[src/sdpc_pkg.sv]
package sdpc_pkg;
    localparam int MaxStreams    = 8;
    localparam int RingDepth     = 16;
    localparam int NumFormatters = 2;
    localparam int NumRings      = MaxStreams * NumFormatters;
    localparam int StoreDepth    = NumRings * RingDepth;
    localparam int AddrW         = $clog2(StoreDepth);
    localparam int SlotW         = $clog2(RingDepth);
    localparam int RingW         = $clog2(NumRings);
    localparam int QueueDepth    = 2;

    localparam logic [2:0] RegRingLength  = 3'd0;
    localparam logic [2:0] RegStreamCount = 3'd1;
    localparam logic [2:0] RegActiveMask  = 3'd2;
    localparam logic [2:0] RegDeadMask    = 3'd3;
    localparam logic [2:0] RegTolerance   = 3'd4;

    localparam logic [1:0] StatusOk       = 2'd0;
    localparam logic [1:0] StatusMismatch = 2'd1;
    localparam logic [1:0] StatusUnknown  = 2'd2;

    typedef enum logic [1:0] {
        t_op_enter,
        t_op_check,
        t_op_direct
    } t_op;

    typedef struct packed {
        t_op         op;
        logic [1:0]  status;
        logic [2:0]  stream_index;
        logic        fmt;
        logic [31:0] seq_num;
        logic [31:0] duration;
    } t_task;

    typedef struct packed {
        logic [1:0]  status;
        logic [2:0]  conflict_stream;
        logic [31:0] conflict_duration;
    } t_result;

    typedef struct packed {
        logic [4:0]  ring_length;
        logic [3:0]  stream_count;
        logic [7:0]  active_mask;
        logic [7:0]  dead_mask;
        logic [30:0] tolerance;
    } t_cfg;

    typedef enum logic [2:0] {
        t_st_idle,
        t_st_write,
        t_st_next_stream,
        t_st_read,
        t_st_eval,
        t_st_wipe,
        t_st_done
    } t_state;
endpackage

[src/sdpc_front.sv]
module sdpc_front import sdpc_pkg::*; (
    input  logic        i_clk,
    input  logic        i_rst_n,
    input  logic        i_push,
    output logic        o_full,
    input  logic        i_cmd,
    input  logic [2:0]  i_stream_index,
    input  logic [1:0]  i_formatter,
    input  logic [31:0] i_seq_num,
    input  logic [31:0] i_duration,
    output logic        o_task_valid,
    output t_task       o_task,
    input  logic        i_task_take
);
    t_task r_q [QueueDepth];
    logic [$clog2(QueueDepth)-1:0] r_wr, r_rd;
    logic [$clog2(QueueDepth):0] r_cnt;
    logic  push_ok;
    t_task n_task;

    assign o_full       = (r_cnt == ($clog2(QueueDepth)+1)'(QueueDepth));
    assign push_ok      = i_push && !o_full;
    assign o_task_valid = (r_cnt != '0);
    assign o_task       = r_q[r_rd];

    always_comb begin
        n_task.stream_index = i_stream_index;
        n_task.fmt          = i_formatter[0];
        n_task.seq_num      = i_seq_num;
        n_task.duration     = i_duration;
        n_task.status       = StatusOk;
        if (i_formatter >= 2'(NumFormatters)) begin
            n_task.op = t_op_direct;
            if (!i_cmd) begin
                n_task.status = StatusUnknown;
            end
        end else if (i_cmd) begin
            n_task.op = t_op_check;
        end else begin
            n_task.op = t_op_enter;
        end
    end

    always_ff @(posedge i_clk) begin
        if (push_ok) begin
            r_q[r_wr] <= n_task;
        end
        if (!i_rst_n) begin
            r_wr  <= '0;
            r_rd  <= '0;
            r_cnt <= '0;
        end else begin
            if (push_ok) begin
                r_wr <= r_wr + 1'b1;
            end
            if (i_task_take) begin
                r_rd <= r_rd + 1'b1;
            end
            r_cnt <= r_cnt + ($clog2(QueueDepth)+1)'(push_ok)
                           - ($clog2(QueueDepth)+1)'(i_task_take);
        end
    end
endmodule

[config.mk]
export PLATFORM = sky130hd
export DESIGN_NAME = sdpc_front
export DESIGN_NICKNAME = d
export VERILOG_FILES = /design/src/sdpc_pkg.sv /design/src/sdpc_front.sv
export SDC_FILE = /design/constraint.sdc
export NUM_CORES = 1
export LEC_CHECK = 0
export BUFFER_PORTS_ARGS = -buffer_cell sky130_fd_sc_hd__buf_2
export CAP_MARGIN = 0
export CELL_PAD_IN_SITES_DETAIL_PLACEMENT = 1
export CELL_PAD_IN_SITES_GLOBAL_PLACEMENT = 2
export CORE_MARGIN = 4
export CORE_UTILIZATION = 39
export CTS_CLUSTER_DIAMETER = 40
export DETAILED_ROUTE_END_ITERATION = 6
export PLACE_DENSITY = 0.76
export SYNTH_ARGS = -nofsm -noshare
export SYNTH_HDL_FRONTEND = slang
export SYNTH_SLANG_ARGS = --single-unit
[constraint.sdc]
create_clock -name i_clk -period 5.6 [get_ports i_clk]
set_input_delay 0.84 -clock i_clk [delete_from_list [all_inputs] [get_ports i_clk]]
set_output_delay 0.84 -clock i_clk [all_outputs]
set_load 0.005 [all_outputs]
==> flow_summary_export.csv, run 1 <==
group,metric,value,unit
outcome,status,"complete, no violations",
clocking,clkLatencyLatePin,410,ps
setup_path,rr_startpoint,"r_cnt[0]$_SDFF_PN0_",
yosys,syn_area,0.00573,mm2
die,rows,44,
drt,viasPerCell,4.55,
placed_design,gp_congestion,0.713,
pwr,p_seq_share,48.8,%
grt,grt_pass1_vias,3054,
finish,area_growth,24.5,%
placed_design,dp_hpwl,7240,um
run,drv_cap,0,
drt,wirelength,10700,um
drt,ant_nets,0,
sta,hold_viol,0,
die,io_pins,148,
sta,setup_viol,0,
pwr,power_density,400,mW/mm2
grt,track_usage,13.1,%
grt,grt_max_degree,72,
sta,relSlewSlack,22.8,%
pwr,p_comb_share,12.7,%
clocking,cts_sinks,147,
grt,grt-ovfl-total,0,
pwr,pwr-share-clk,38.5,%
sta,fin_crit,3260,ps
clocking,cts.repair.resized,0,
die,dieHeight,129,um
grt,antenna_found_initial,0,
yosys,ys_top_cells_by_area,"edfxtp_1 (74%), mux2_4 (18%), buf_12 (2.4%)",
clocking,clk_path_buf_depth,2,
pwr,leakage,2.85,nW
min_path,worstHoldPathType,"flip-flop to flip-flop",
finish,diodes,0,
yosys,yosys_warnings,0,
sta,fin_worst_skew,4.36,ps
die,core,0.0145,mm2
drt,num_vias,2756,
finish,finish.utilization,49.3,%
clocking,h-tree-depth,4,
yosys,syn_nets,328,
clocking,cts_tree,"yes",
setup_path,cp.arrival,2420,ps
finish,layout-drive-gt1-share,58.8,%
sta,tightest_slew,1160,ps
clocking,path_clk_slew,60,ps
setup_path,r2r-end,"r_q[0][17]$_DFFE_PP_",
sta,fmax,307,MHz
clocking,tritoncts.num_buffers,17,
placed_design,portBuffers,146,
setup_path,start_kind,"flip-flop",
clocking,cts_root_buf,"clkbuf_16",
yosys,netlist.area_leader.share,74.4,%
sta,rsz0062_at_grt,"no",
die,die_w,129,um
yosys,syn_area_per_cell,22.8,um2
finish,fin_nets,485,
die,dieArea,0.0167,mm2
yosys,yosysTopAreaCell,"edfxtp_1",
clocking,postCtsSetupRepairBufs,0,
setup_path,endpoint,"o_task[15]",
drt,first_iter_violations,151,
drt,drt_pre_antenna_iters,4,
sta,timing.final.crit_share,58.2,%
setup_path,path_class,"flip-flop to primary output",
die,start_util,39.6,%
clocking,cts_hold_buf,0,
yosys,synth_cells,252,
setup_path,critPathMaxFanout,53,
setup_path,endpoint_kind,"primary output",
pwr,peakVddDrop,195,uV
setup_path,worst-r2r-cell-count,4,
pwr,p_switching,620,uW
setup_path,required,4760,ps
pwr,swShare,21.7,%
drt,drc_errors,0,
yosys,synth_seq_cells,147,
pwr,p_int,2.24,mW
sta,fin_tns_setup,0,ps
yosys,synth_cell_types,22,
drt,wl_per_cell,17.7,um
yosys,ys_seq_area_share,76.1,%
sta,slew_violations,0,
setup_path,r2r_slack,3130,ps
grt,grt_pass1_wl,16100,um
-- cell type report --
type | instances | area, um2
Clock buffer | 20 | 437
Sequential cell | 147 | 4370
Tap cell | 184 | 230
Fill cell | 1368 | 7340
Clock inverter | 12 | 139
Multi-Input combinational cell | 92 | 1210
Timing Repair Buffer | 148 | 746
Inverter | 3 | 11.3
-- synthesized netlist by cell type --
| cell type | instances |
|---|---|
| nand2b_1 | 2 |
| xor2_1 | 1 |
| mux2i_1 | 1 |
| dfxtp_1 | 5 |
| buf_4 | 1 |
| ha_1 | 2 |
| buf_12 | 7 |
| mux2_2 | 1 |
| or2_2 | 1 |
| nand2_1 | 2 |
| edfxtp_1 | 142 |
| inv_1 | 3 |
| and2_1 | 2 |
| conb_1 | 1 |
| nor2_1 | 4 |
| nor3_1 | 1 |
| nor2b_1 | 2 |
| buf_6 | 1 |
| clkbuf_1 | 1 |
| and3_1 | 1 |
| xnor2_1 | 1 |
| mux2_4 | 70 |
-- how the worst min path moves through the flow --
stage | from | end | slack (ps) | cells past startpoint
after global routing | r_cnt[1]$_SDFF_PN0_ | r_cnt[1]$_SDFF_PN0_ | 550 | 2
after detailed placement | r_rd$_SDFFE_PN0P_ | r_rd$_SDFFE_PN0P_ | 510 | 2
after global placement | r_rd$_SDFFE_PN0P_ | flip-flop | 500 | 2
after floorplan | r_wr$_SDFFE_PN0P_ | r_wr$_SDFFE_PN0P_ | 450 | 2
final | r_cnt[1]$_SDFF_PN0_ | r_cnt[1]$_SDFF_PN0_ | 530 | 2
after CTS | r_cnt[1]$_SDFF_PN0_ | r_cnt[1]$_SDFF_PN0_ | 530 | 2
-- sequential cells by signal, indices dropped and copies added (netlist names), named ones only --
name   cells
r_rd       1
r_wr       1
r_cnt      2
r_q      142
-- critical path, stage by stage, from the launching register on --
cell	delay (ps)
dfxtp_4	1020
buf_4	500
mux2_4	340
buf_2	130
-- cell families (layout without fill, tap and decap cells) --
logic type                 count (synthesis)  after routing  share of synthesized area, %
DFF                                      147            147                          76.1
muxes                                     72             72                          18.7
and+or+nand+nor                           15             15                          1.35
buffers and inverters                     13            183                          3.03
xor gates and xnor gates                   2              2                         0.306
other                                      1              1                        0.0654
adders and majority gates                  2              2                         0.436
-- metal layers --
layer  share of wire, %  vias up  GRT usage, %
li1                   -     1295             -
met1                 39     1365          14.2
met2                 54       78          23.7
met3                5.4       18          3.92
met4                2.0        0          5.74
met5                  0        -             0
-- metrics by stage --
stage | std cells | area (um2) | hold slack [ps] | setup WS, ps | total power, mW
floorplan | 252 | 5730 | 455 | 1200 | 1.65
global placement | 574 | 6560 | 495 | 2690 | 1.78
detailed placement | 574 | 6560 | 513 | 2590 | 1.79
CTS | 606 | 7140 | 528 | 2250 | 2.90
global route | 606 | 7140 | 546 | 2190 | 2.99
finish | 606 | 7140 | 527 | 2340 | 2.86
-- power by group through the flow --
stage / logic (mW) / clock network (mW) / registers [mW]
floorplan: 0.252 / 0 / 1.40
global placement: 0.366 / 0 / 1.41
detailed placement: 0.375 / 0 / 1.42
CTS: 0.376 / 1.13 / 1.40
global route: 0.398 / 1.18 / 1.41
finish: 0.363 / 1.10 / 1.39
-- placed cells by master (no fill, tap or decap) --
| master | n |
|---|---|
| nor3_1 | 1 |
| mux2_4 | 70 |
| dfxtp_4 | 1 |
| clkinv_1 | 4 |
| clkinv_4 | 1 |
| ha_1 | 2 |
| nand2b_1 | 2 |
| buf_2 | 146 |
| xor2_1 | 1 |
| nor2_4 | 1 |
| clkbuf_16 | 17 |
| nor2b_1 | 2 |
| mux2i_1 | 1 |
| buf_4 | 2 |
| edfxtp_1 | 142 |
| xnor2_1 | 1 |
| and3_4 | 1 |
| and2_1 | 2 |
| conb_1 | 1 |
| bufinv_16 | 3 |
| nand2_1 | 2 |
| clkinvlp_4 | 2 |
| nor2_1 | 3 |
| clkbuf_1 | 3 |
| clkinv_2 | 2 |
| or2_2 | 1 |
| inv_1 | 3 |
| mux2_2 | 1 |
| dfxtp_1 | 4 |
Note: power is estimated with default switching activity, not from simulation.
==> run 2: changes to the inputs <==
- ABC_AREA: unset -> 1
- CORE_UTILIZATION: 39 -> 35
- PLACE_DENSITY: 0.76 -> 0.73
- clock period: 5.6 -> 2.67 ns (I/O delays scaled with it)
==> flow_summary_export.csv, run 2 <==
group,metric,value,unit
sta,fmax,453,MHz
finish,diodes,0,
yosys,async_reset_ff_share,0,%
placed_design,portBuffers,146,
drt,first_iter_violations,120,
setup_path,cp.arrival,1800,ps
setup_path,r2r_slack,1040,ps
drt,route.met2.wl,5710,um
placed_design,dp_hpwl,7560,um
drt,wirelength,11100,um
setup_path,start_kind,"flip-flop",
pwr,p_seq_share,47.7,%
drt,met1_length,4370,um
yosys,syn_area_per_cell,21.8,um2
yosys,synth_edf_count,142,
sta,timing.final.crit_share,82.6,%
yosys,synth_seq_cells,147,
drt,ant_nets,0,
pwr,leakage,2.93,nW
drt,drc_errors,0,
pwr,p_comb_share,11.5,%
pwr,totalPowerFinal,5.91,mW
finish,final_cell_count_no_fill,651,
sta,rsz0062_at_grt,"no",
sta,tightest_slew,652,ps
yosys,netlist.area_leader.share,74.2,%
setup_path,rr_startpoint,"r_cnt[0]$_SDFF_PN0_",
yosys,syn_area,0.00574,mm2
yosys,synth_flop_cell,"edfxtp_1",
finish,final_cell_mix,"buf_2 (146), edfxtp_1 (142), mux2_4 (70), clkbuf_16 (17), nand2_1 (10)",
drt,viasPerCell,4.35,
drt,drt_pre_antenna_iters,4,
yosys,synth_cells,263,
grt,grt_pass1_vias,3238,
die,dieArea,0.0185,mm2
clocking,clk_path_buf_depth,2,
clocking,clkLatencyLatePin,410,ps
finish,regMostFlops,"r_q",
sta,fin_worst_skew,6.62,ps
die,core,0.0160,mm2
pwr,p_switching,1.25,mW
yosys,synth_cell_types,15,
clocking,h-tree-depth,4,
drt,num_vias,2834,
yosys,yosysTopAreaCell,"edfxtp_1",
setup_path,path_class,"flip-flop to primary output",
run,drv_cap,0,
clocking,path_clk_slew,60,ps
finish,multiInputGateArea,0.00119,mm2
min_path,min_from,"i_seq_num[24]",
clocking,tritoncts.num_buffers,17,
setup_path,cp_cell_sequence,"buf_4 > mux2_4 > buf_2",
setup_path,endpoint_kind,"primary output",
grt,antenna_found_initial,1,
sta,relSlewSlack,56.5,%
pwr,p_int,4.66,mW
min_path,holdPathStages,1,
min_path,hold_path_end,"r_q[1][56]$_DFFE_PP_",
sta,hold_viol,0,
setup_path,critPathMaxFanout,34,
setup_path,r2r-end,"r_q[1][49]$_DFFE_PP_",
sta,slew_violations,0,
finish,layout_commonest_cell,"buf_2",
setup_path,slowest_delay,520,ps
finish,reg_top3,"r_q x142, r_cnt x2",
setup_path,crit_buf_inv,2,
drt,wl_per_cell,17.0,um
die,die_w,136,um
grt,grt_pass1_wl,17100,um
yosys,ys_top_cells_by_area,"edfxtp_1 (74%), mux2_4 (18%), buf_12 (2.4%)",
die,dieHeight,136,um
setup_path,worst-r2r-cell-count,5,
clocking,cts_tree,"yes",
placed_design,dp.cells,621,
yosys,yosys_warnings,0,
finish,fin_nets,500,
placed_design,gp_congestion,0.685,
pwr,swShare,21.1,%
finish,area_growth,26.4,%
pwr,peakVddDrop,442,uV
grt,track_usage,12.5,%
die,io_pins,148,
drt,route.met3.wl,871,um
pwr,power_density,814,mW/mm2
finish,nFillCells,1605,
sta,setup_viol,0,
yosys,syn_nets,339,
clocking,cts_hold_buf,0,
yosys,synthTopCellsByCount,"edfxtp_1 (142), mux2_4 (70), inv_1 (10), nand2_1 (10), nor2_1 (8)",
pwr,pwr-share-clk,40.8,%
finish,regArea,0.00437,mm2
outcome,status,"complete, no violations",
die,start_util,35.9,%
grt,grt-ovfl-total,0,
die,rows,46,
setup_path,cp_top_family,"buffers and inverters",
sta,fin_crit,2210,ps
yosys,ys_seq_area_share,76.0,%
yosys,synth_most_common_cell,"edfxtp_1",
min_path,worstHoldPathType,"primary input to flip-flop",
clocking,cts.repair.resized,0,
sta,fin_tns_setup,0,ps
drt,routed.top_layer,"met5",
clocking,cts_root_buf,"clkbuf_16",
finish,largest_reg_flops,142,
clocking,postCtsSetupRepairBufs,0,
clocking,cts_sinks,147,
grt,grt_max_degree,42,
setup_path,cpMaxStageDelayCell,"buf_4",
setup_path,required,2270,ps
finish,layout-drive-gt1-share,57.9,%
run 2: worst max-delay path by stage:
stage | slack, ps | depth (start not counted) | endpoint | from
after global routing | 370 | 3 | o_task[61] | flip-flop
after CTS | 420 | 3 | o_task[53] | flip-flop
after global placement | 890 | 3 | o_task[53] | flip-flop
after detailed placement | 870 | 3 | o_task[53] | flip-flop
after floorplan | 300 | 4 | r_q[1][0]$_DFFE_PP_ | r_cnt[0]$_SDFF_PN0_
final | 460 | 3 | o_task[14] | flip-flop
run 2: cell type report:
| class | count | share of cell area, % |
|---|---|---|
| sequential | 147 | 60.2 |
| clock buffer | 18 | 5.91 |
| clock inverter | 12 | 2.26 |
| timing repair buffer | 152 | 11.0 |
| inverter | 10 | 0.534 |
| multi-input combinational | 96 | 16.3 |
| tap | 216 | 3.72 |
run 2: cell families after synthesis:
logic type	count (synthesis)	share of synthesized area, %
AO/OA/AOI/OAI	2	0.174
adder cells (fa/ha/maj)	2	0.436
buffers and inverters	20	3.49
flip-flops	147	76.0
multiplexers	71	18.5
other	1	0.0653
AND/OR/NAND/NOR	20	1.35
run 2: routing by layer:
| layer | up-vias | GRT usage [%] |
|---|---|---|
| met5 | - | 0 |
| met4 | 2 | 4.20 |
| met1 | 1391 | 13.9 |
| met3 | 14 | 5.59 |
| met2 | 100 | 21.4 |
| li1 | 1327 | - |
run 2: power by group through the flow:
| stage | combinational [mW] | clock (mW) | sequential (mW) |
|---|---|---|---|
| 2_1_floorplan | 0.426 | 0 | 2.86 |
| 3_3_place_gp | 0.680 | 0 | 2.85 |
| 3_5_place_dp | 0.698 | 0 | 2.87 |
| 4_1_cts | 0.701 | 2.48 | 2.82 |
| 5_1_grt | 0.747 | 2.60 | 2.84 |
| 6_report | 0.678 | 2.41 | 2.82 |
run 2: stage by stage:
step	cell area (um2)	setup slack, ps	util, %	hold WS [ps]
floorplan	5750	305	-	463
global placement	6660	893	41.6	480
detailed placement	6660	873	41.6	494
CTS	7260	423	45.4	145
global route	7260	372	45.4	148
finish	7260	465	45.4	172
